--- src/hw/rtl/csm_pkg.sv ---
`timescale 1ns / 1ps
// ----------------------------------------------------------------------------
// csm_pkg: shared types, constants and tables of the client signature matcher
// Signature table (lower-case byte codes), cell stage bus and helpers.
// ----------------------------------------------------------------------------
package csm_pkg;

  // Sizing
  localparam int SIG_COUNT     = 10;  // signatures tracked (1..32)
  localparam int SIG_MAX_LEN   = 11;  // longest signature compared (1..32)
  localparam int TABLE_SIZE    = 10;
  localparam int TABLE_MAX_LEN = 11;
  localparam int LIVE_COUNT    = (SIG_COUNT < TABLE_SIZE) ? SIG_COUNT : TABLE_SIZE;
  localparam int LEN_W         = $clog2(SIG_MAX_LEN + 1);
  localparam int BYTE_W        = 8;
  localparam int KIND_W        = 2;
  localparam int CODE_W        = 4;
  localparam int GROUP1_FIRST  = 6;   // first entry of the rpc group

  localparam logic [CODE_W-1:0] CODE_UNKNOWN = '0;
  localparam logic [CODE_W-1:0] CODE_MAX     = CODE_W'(TABLE_SIZE);

  // Response kinds
  localparam logic [KIND_W-1:0] KIND_VERSION_API = 2'd0;
  localparam logic [KIND_W-1:0] KIND_RPC         = 2'd1;

  // Signature bytes, first character in the top byte, zero padded below
  localparam logic [8*TABLE_MAX_LEN-1:0] SIG_TEXT [TABLE_SIZE] = '{
    88'h226e696d627573_00000000,
    88'h226c6f646573746172_0000,
    88'h22707279736d_0000000000,
    88'h226c69676874686f757365,
    88'h2274656b75_000000000000,
    88'h226772616e64696e65_0000,
    88'h676574682f_000000000000,
    88'h6e65746865726d696e642f,
    88'h657269676f6e2f_00000000,
    88'h626573752f_000000000000
  };
  localparam int SIG_LEN [TABLE_SIZE] = '{7, 9, 6, 11, 5, 9, 5, 11, 7, 5};

  typedef logic [SIG_MAX_LEN-1:0][BYTE_W-1:0] pattern_t;

  // Word handed from one cell to the next
  typedef struct packed {
    logic                valid;
    logic [BYTE_W-1:0]   text_byte;
    logic [KIND_W-1:0]   kind;
    logic                final_byte;
    logic [CODE_W-1:0]   code;
  } stage_t;

  // Fold A-Z to lower case
  function automatic logic [BYTE_W-1:0] fold_byte(input logic [BYTE_W-1:0] c);
    logic [BYTE_W-1:0] r;
    r = c;
    if (c >= 8'h41 && c <= 8'h5a) begin
      r = c + 8'h20;
    end
    return r;
  endfunction

  // Effective length, cut to SIG_MAX_LEN
  function automatic logic [LEN_W-1:0] sig_len(input int s);
    return LEN_W'((SIG_LEN[s] > SIG_MAX_LEN) ? SIG_MAX_LEN : SIG_LEN[s]);
  endfunction

  // Character pattern of one signature, index 0 is the first character
  function automatic pattern_t sig_pattern(input int s);
    pattern_t p;
    int       n;
    p = '0;
    n = (SIG_LEN[s] > SIG_MAX_LEN) ? SIG_MAX_LEN : SIG_LEN[s];
    for (int i = 0; i < SIG_MAX_LEN; i++) begin
      if (i < n) begin
        p[i] = SIG_TEXT[s][8*(TABLE_MAX_LEN-1-i) +: 8];
      end
    end
    return p;
  endfunction

  // Response kind whose group holds a signature
  function automatic logic [KIND_W-1:0] sig_kind(input int s);
    return (s < GROUP1_FIRST) ? KIND_VERSION_API : KIND_RPC;
  endfunction

endpackage

--- src/hw/rtl/csm_if.sv ---
`timescale 1ns / 1ps
// ----------------------------------------------------------------------------
// csm_if: valid/ready channels of the client signature matcher
// Text byte channel in, client code channel out.
// ----------------------------------------------------------------------------
interface csm_text_if;
  logic       valid;
  logic       ready;
  logic [7:0] text_byte;
  logic [1:0] response_kind;
  logic       final_byte;

  modport source (output valid, text_byte, response_kind, final_byte, input ready);
  modport sink   (input valid, text_byte, response_kind, final_byte, output ready);
endinterface

interface csm_code_if;
  logic       valid;
  logic       ready;
  logic [3:0] client_code;

  modport source (output valid, client_code, input ready);
  modport sink   (input valid, client_code, output ready);
endinterface

--- src/hw/rtl/csm_cell.sv ---
`timescale 1ns / 1ps
// ----------------------------------------------------------------------------
// csm_cell: one signature tracker of the matcher chain
// Keeps the active-prefix vector and sticky seen flag of one signature,
// scans the word passing through and forwards it with the running code.
// ----------------------------------------------------------------------------
module csm_cell
  import csm_pkg::*;
(
  input  logic                      clk_i,
  input  logic                      rst_ni,
  input  logic                      adv_i,
  input  stage_t                    stage_i,
  input  pattern_t                  pattern_i,
  input  logic [LEN_W-1:0]          pat_len_i,
  input  logic [KIND_W-1:0]         kind_i,
  input  logic [CODE_W-1:0]         code_i,
  output stage_t                    stage_o
);

  logic [SIG_MAX_LEN-1:0] prog_q, prog_d, prog_nx, match;
  logic [SIG_MAX_LEN:0]   prog_sh;
  logic                   seen_q, seen_d, seen_nx, hit;
  logic [BYTE_W-1:0]      c;
  logic [CODE_W-1:0]      code_nx;
  logic                   valid_q;
  stage_t                 pay_q, pay_d;

  // Character compare against every position of the signature
  always_comb begin
    c   = fold_byte(stage_i.text_byte);
    hit = 1'b0;
    for (int i = 0; i < SIG_MAX_LEN; i++) begin
      match[i] = (pattern_i[i] == c) && (LEN_W'(i) < pat_len_i);
    end
    prog_sh = {prog_q, 1'b1};
    prog_nx = prog_sh[SIG_MAX_LEN-1:0] & match;
    for (int i = 0; i < SIG_MAX_LEN; i++) begin
      hit = hit | (prog_nx[i] && (LEN_W'(i + 1) == pat_len_i));
    end
    seen_nx = seen_q | hit;
  end

  // State update; a final word clears the tracker
  always_comb begin
    prog_d = prog_q;
    seen_d = seen_q;
    if (adv_i && stage_i.valid) begin
      if (stage_i.final_byte) begin
        prog_d = '0;
        seen_d = 1'b0;
      end else begin
        prog_d = prog_nx;
        seen_d = seen_nx;
      end
    end
  end

  // Earlier cells win: keep an upstream code, else offer ours
  always_comb begin
    code_nx = stage_i.code;
    if (stage_i.code == CODE_UNKNOWN && seen_nx && stage_i.kind == kind_i) begin
      code_nx = code_i;
    end
  end

  always_ff @(posedge clk_i or negedge rst_ni) begin
    if (!rst_ni) begin
      prog_q  <= '0;
      seen_q  <= 1'b0;
      valid_q <= 1'b0;
    end else begin
      prog_q <= prog_d;
      seen_q <= seen_d;
      if (adv_i) begin
        valid_q <= stage_i.valid;
      end
    end
  end

  // Payload forward
  always_comb begin
    pay_d      = stage_i;
    pay_d.code = code_nx;
  end

  always_ff @(posedge clk_i) begin
    if (adv_i) begin
      pay_q <= pay_d;
    end
  end

  always_comb begin
    stage_o       = pay_q;
    stage_o.valid = valid_q;
  end

endmodule

--- src/hw/rtl/client_signature_matcher.sv ---
`timescale 1ns / 1ps
// ----------------------------------------------------------------------------
// client_signature_matcher: case-insensitive client signature scanner
// Row of signature cells fed one text byte per word, with an output register.
// ----------------------------------------------------------------------------
// Takes one text byte per cycle while req_i.ready is high. Each byte walks down a chain of
// LIVE_COUNT cells (one per signature), so the result of a response passes
// through every cell register and then the output register after its final
// byte is accepted. Only the byte marked final yields a word: client_code is
// the earliest seen signature of the group picked by response_kind, or 0.
// req_i.ready drops only while a finished result sits at the end of the chain
// and the output register still holds an untaken word.
// ----------------------------------------------------------------------------
module client_signature_matcher
  import csm_pkg::*;
(
  input  logic              clk_i,
  input  logic              rst_ni,
  csm_text_if.sink          req_i,
  csm_code_if.source        rsp_o
);

  stage_t            chain [LIVE_COUNT+1];
  stage_t            tail;
  logic              adv, tail_res;
  logic              out_valid_q;
  logic [CODE_W-1:0] out_code_q;

  // Chain entry
  always_comb begin
    chain[0].valid      = req_i.valid;
    chain[0].text_byte  = req_i.text_byte;
    chain[0].kind       = req_i.response_kind;
    chain[0].final_byte = req_i.final_byte;
    chain[0].code       = CODE_UNKNOWN;
  end

  // Cell row
  for (genvar g = 0; g < LIVE_COUNT; g++) begin : g_cell
    localparam pattern_t PAT = sig_pattern(g);
    csm_cell u_cell (
      .clk_i     (clk_i),
      .rst_ni    (rst_ni),
      .adv_i     (adv),
      .stage_i   (chain[g]),
      .pattern_i (PAT),
      .pat_len_i (sig_len(g)),
      .kind_i    (sig_kind(g)),
      .code_i    (CODE_W'(g + 1)),
      .stage_o   (chain[g+1])
    );
  end

  // Stall only when a result cannot be placed
  assign tail     = chain[LIVE_COUNT];
  assign tail_res = tail.valid && tail.final_byte;
  assign adv      = !(tail_res && out_valid_q && !rsp_o.ready);
  assign req_i.ready = adv;

  // Output register
  always_ff @(posedge clk_i or negedge rst_ni) begin
    if (!rst_ni) begin
      out_valid_q <= 1'b0;
    end else begin
      if (adv && tail_res) begin
        out_valid_q <= 1'b1;
      end else if (rsp_o.ready) begin
        out_valid_q <= 1'b0;
      end
    end
  end

  always_ff @(posedge clk_i) begin
    if (adv && tail_res) begin
      out_code_q <= tail.code;
    end
  end

  assign rsp_o.valid       = out_valid_q;
  assign rsp_o.client_code = out_code_q;

endmodule

--- src/flat_wrapper.sv ---
// flat-port wrapper written by rule: the top's interface ports become plain ports
module client_signature_matcher_flat import csm_pkg::*;
  (clk_i, rst_ni, req_i_valid, req_i_text_byte, req_i_response_kind, req_i_final_byte, req_i_ready, rsp_o_valid, rsp_o_client_code, rsp_o_ready);
  csm_text_if req_i_i ();
  csm_code_if rsp_o_i ();
  input  logic clk_i;
  input  logic rst_ni;
  input wire logic [$bits(req_i_i.valid)-1:0] req_i_valid;
  input wire logic [$bits(req_i_i.text_byte)-1:0] req_i_text_byte;
  input wire logic [$bits(req_i_i.response_kind)-1:0] req_i_response_kind;
  input wire logic [$bits(req_i_i.final_byte)-1:0] req_i_final_byte;
  output wire logic [$bits(req_i_i.ready)-1:0] req_i_ready;
  output wire logic [$bits(rsp_o_i.valid)-1:0] rsp_o_valid;
  output wire logic [$bits(rsp_o_i.client_code)-1:0] rsp_o_client_code;
  input wire logic [$bits(rsp_o_i.ready)-1:0] rsp_o_ready;
  assign req_i_i.valid = req_i_valid;
  assign req_i_i.text_byte = req_i_text_byte;
  assign req_i_i.response_kind = req_i_response_kind;
  assign req_i_i.final_byte = req_i_final_byte;
  assign req_i_ready = req_i_i.ready;
  assign rsp_o_valid = rsp_o_i.valid;
  assign rsp_o_client_code = rsp_o_i.client_code;
  assign rsp_o_i.ready = rsp_o_ready;
  client_signature_matcher u_core (.clk_i(clk_i), .rst_ni(rst_ni), .req_i(req_i_i), .rsp_o(rsp_o_i));
endmodule
--- config.mk ---
export PLATFORM = sky130hd
export DESIGN_NAME = client_signature_matcher_flat
export DESIGN_NICKNAME = d
export VERILOG_FILES = /design/src/hw/rtl/csm_pkg.sv /design/src/hw/rtl/csm_if.sv /design/src/hw/rtl/csm_cell.sv /design/src/hw/rtl/client_signature_matcher.sv /design/src/flat_wrapper.sv
export SDC_FILE = /design/constraint.sdc
export NUM_CORES = 1
export LEC_CHECK = 0
export ABC_AREA = 1
export BUFFER_PORTS_ARGS = -buffer_cell sky130_fd_sc_hd__buf_4
export CAP_MARGIN = 20
export CORE_UTILIZATION = 55
export DETAILED_ROUTE_END_ITERATION = 10
export PLACE_DENSITY = 0.74
export SYNTH_ARGS = -nofsm -noshare
export SYNTH_HDL_FRONTEND = slang
export SYNTH_SLANG_ARGS = --single-unit
--- constraint.sdc ---
create_clock -name clk_i -period 3 [get_ports clk_i]
set_input_delay 0.6 -clock clk_i [delete_from_list [all_inputs] [get_ports clk_i]]
set_output_delay 0.6 -clock clk_i [all_outputs]
set_load 0.05 [all_outputs]
==> flow_summary_export.csv <==
group,metric,value,unit
route,drt_iter0_markers,449,
route,num_vias,6711,
worst_setup_path,reg2reg_depth,9,
logic_synthesis,synth_edf_count,133,
logic_synthesis,ys.flop_type,"edfxtp_1",
logic_synthesis,synth.avg_cell_area,9.99,um2
finish,layout_common_cells,"211 x nand2_1, 134 x inv_1, 133 x edfxtp_1, 88 x nor2_1, 86 x dfrtp_1",
global_routing,grtUsageTotal,0.205,
timing,final_hold_viol_count,0,
run_status,status,"completed",
worst_setup_path,crit_required,2.40,ns
worst_setup_path,crit_type,"register to primary output",
clocking,cts_made_buffers,22,
pwr,max-vdd-ir-drop,0.518,mV
place,place_congestion,0.892,
die,die_w,134,um
worst_setup_path,worstReg2RegStart,"u_core.rsp_o.valid$_DFFE_PN0P_",
worst_setup_path,worstPathMaxFanout,10,
worst_setup_path,critPathCaptureType,"primary output",
place,dpl.hpwl,12300,um
finish,drive_above_1_share,0.0851,
route,final_antenna_net_count,0,
timing,slew_violations,0,
finish,n_fill_cell,1330,
worst_setup_path,reg2reg_to,"u_core.g_cell[3].u_cell.prog_q[6]$_DFFE_PN0P_",
logic_synthesis,syn-num-nets,986,
clocking,cts_setup_buffers,0,
timing,tightest_slew,0.627,ns
finish,multi_input_area,0.00288,mm2
hold_path,hp-class,"input pin to async pin",
timing,hold_slack,0.119,ns
timing,relSlewSlack,0.582,
die,die_y,134,um
clocking,clk-insertion-delay-late,0.50,ns
logic_synthesis,ys.warnings.count,0,
logic_synthesis,yosysSeqAreaShare,0.640,
clocking,clock-sinks,219,
logic_synthesis,synth.top_cell.area_share,0.416,
die,io_pins,21,
logic_synthesis,syn_inst,961,
logic_synthesis,async_reset_ff_frac,0.393,
run,drv_cap,0,
route,remaining_drc_errors,0,
worst_setup_path,setup.worst_path.start_class,"register",
clocking,root_buffer,"clkbuf_16",
finish,mostFrequentLayoutCell,"nand2_1",
route,via_per_inst,5.45,
die,rows,47,
timing,setup_violations,0,
global_routing,grt_pass1_wl,29700,um
clocking,clockBufferDepth,3,
logic_synthesis,netlist_top_cells_area,"edfxtp_1 42%, dfrtp_1 22%, nand2_1 8.2%",
timing,grt_setup_unrepaired,"no",
finish,final_net_count,1020,
route,dr.pass1.iters,5,
logic_synthesis,synth-seq-cells,219,
die,core-area,0.0168,mm2
logic_synthesis,netlist_area,0.00960,mm2
timing,finalSetupTns,0,ns
die,dieArea,0.0180,mm2
pwr,leakage,4.61,nW
clocking,hold_buffers,0,
global_routing,grt_pass1_vias,6429,
worst_setup_path,timing.reg2reg.setup_slack,0.96,ns
global_routing,overflow,0,
clocking,path_clk_slew,0.06,ns
pwr,p_per_area,858,mW/mm2
worst_setup_path,arrival,1.49,ns
place,port_buffers,20,
route,wl,17600,um
route,post_drt_wl_per_cell,14.3,um
timing,period_share,0.697,
finish,seq_area,0.00615,mm2
timing,fmax,478,MHz
logic_synthesis,yosysTopAreaCell,"edfxtp_1",
timing,skew,0.00606,ns
global_routing,grt_max_degree,52,
clocking,htreeDepth,1,
finish,diodes,0,
clocking,post_cts_resized,0,
logic_synthesis,synth.distinct_cells,40,
clocking,cts_tree,"yes",
die,initial_core_util,0.571,
global_routing,antenna_found_initial,0,
timing,fin_crit,2.09,ns
finish,area_delta_synth_final,11.2,%
report_power, final:
group,internal [W],switching [W]
sequential,0.00418,0.000634
combinational,0.000549,0.00130
clock,0.00143,0.00108
worst max-delay path by stage:
stage,cells after the start,start,endpoint,slack (ns)
5_1_grt,9,u_core.rsp_o.valid$_DFFE_PN0P_,u_core.g_cell[3].u_cell.prog_q[1]$_DFFE_PN0P_,0.82
6_report,4,u_core.rsp_o.valid$_DFFE_PN0P_,req_i_ready,0.91
3_5_place_dp,9,rsp_o_ready,u_core.g_cell[3].u_cell.prog_q[6]$_DFFE_PN0P_,0.72
3_3_place_gp,9,rsp_o_ready,u_core.g_cell[3].u_cell.prog_q[4]$_DFFE_PN0P_,0.77
2_1_floorplan,8,u_core.rsp_o.valid$_DFFE_PN0P_,u_core.g_cell[4].u_cell.prog_q[1]$_DFFE_PN0P_,0.24
4_1_cts,4,u_core.rsp_o.valid$_DFFE_PN0P_,req_i_ready,0.88
cells by family after synthesis:
family,count (synthesis),synth area share
AO/OA/AOI/OAI,98,0.0559
XOR/XNOR,1,0.000912
adder cells (fa/ha/maj),10,0.0130
buffers and inverters,153,0.0603
flip-flops,219,0.640
AND/OR/NAND/NOR,480,0.230
layer usage:
| layer | share of wire | GRT usage | up-vias |
|---|---|---|---|
| met5 | 0 | 0 | - |
| met3 | 0.046 | 0.0348 | 45 |
| met4 | 0.035 | 0.0874 | 0 |
| li1 | - | - | 3317 |
| met2 | 0.48 | 0.342 | 167 |
| met1 | 0.44 | 0.266 | 3182 |
sequential cells by signal, summed over array words and instances, names as in the netlist:
register / count
u_core.g_cell.u_cell.prog_q: 65
u_core.g_cell.u_cell.seen_q: 10
u_core.g_cell.u_cell.stage_o: 129
u_core.g_cell.u_cell.valid_q: 10
u_core.rsp_o.client_code: 4
u_core.rsp_o.valid: 1
worst max-delay path: stages, from the launching register on:
cell and delay (ns):
dfrtp_1 0.34, inv_1 0.06, nor2_2 0.14, nand3_4 0.19, buf_4 0.26
through the flow:
stage	util	total power [W]	cell area [um2]	std cells	setup slack [ns]
after CTS	0.635	0.00922	10700	1231	0.882
after floorplan	-	0.00609	9600	961	0.243
after detailed placement	0.596	0.00669	10000	1191	0.716
after global routing	0.635	0.00967	10700	1231	0.824
after global placement	0.596	0.00662	10000	1191	0.774
final	0.635	0.00916	10700	1231	0.909
cell usage after synthesis (2+ instances only):
master	n
nand2_1	211
nor2_2	12
and3_1	2
o22ai_1	9
nand3_1	68
dfrtp_1	86
edfxtp_1	133
a21oi_1	22
nor4_1	7
ha_1	10
nor2_1	88
nand2_2	4
a22oi_1	2
or2_2	5
inv_2	3
nor3_1	20
nor3_4	2
nand3b_1	4
nor3b_1	8
o31ai_1	4
o21ai_0	36
o21ai_1	18
inv_1	134
o21bai_1	3
nand4_1	42
clkbuf_1	14
area by class of cell:
cell class / instances / share of cell area
flip-flops and latches: 219 / 0.575
inverters: 137 / 0.0481
clock inverters: 10 / 0.00457
repair buffers: 26 / 0.0194
well taps: 220 / 0.0258
multi-input cells: 589 / 0.269
clock buffers: 30 / 0.0573
(Power assumes the default switching activity.)
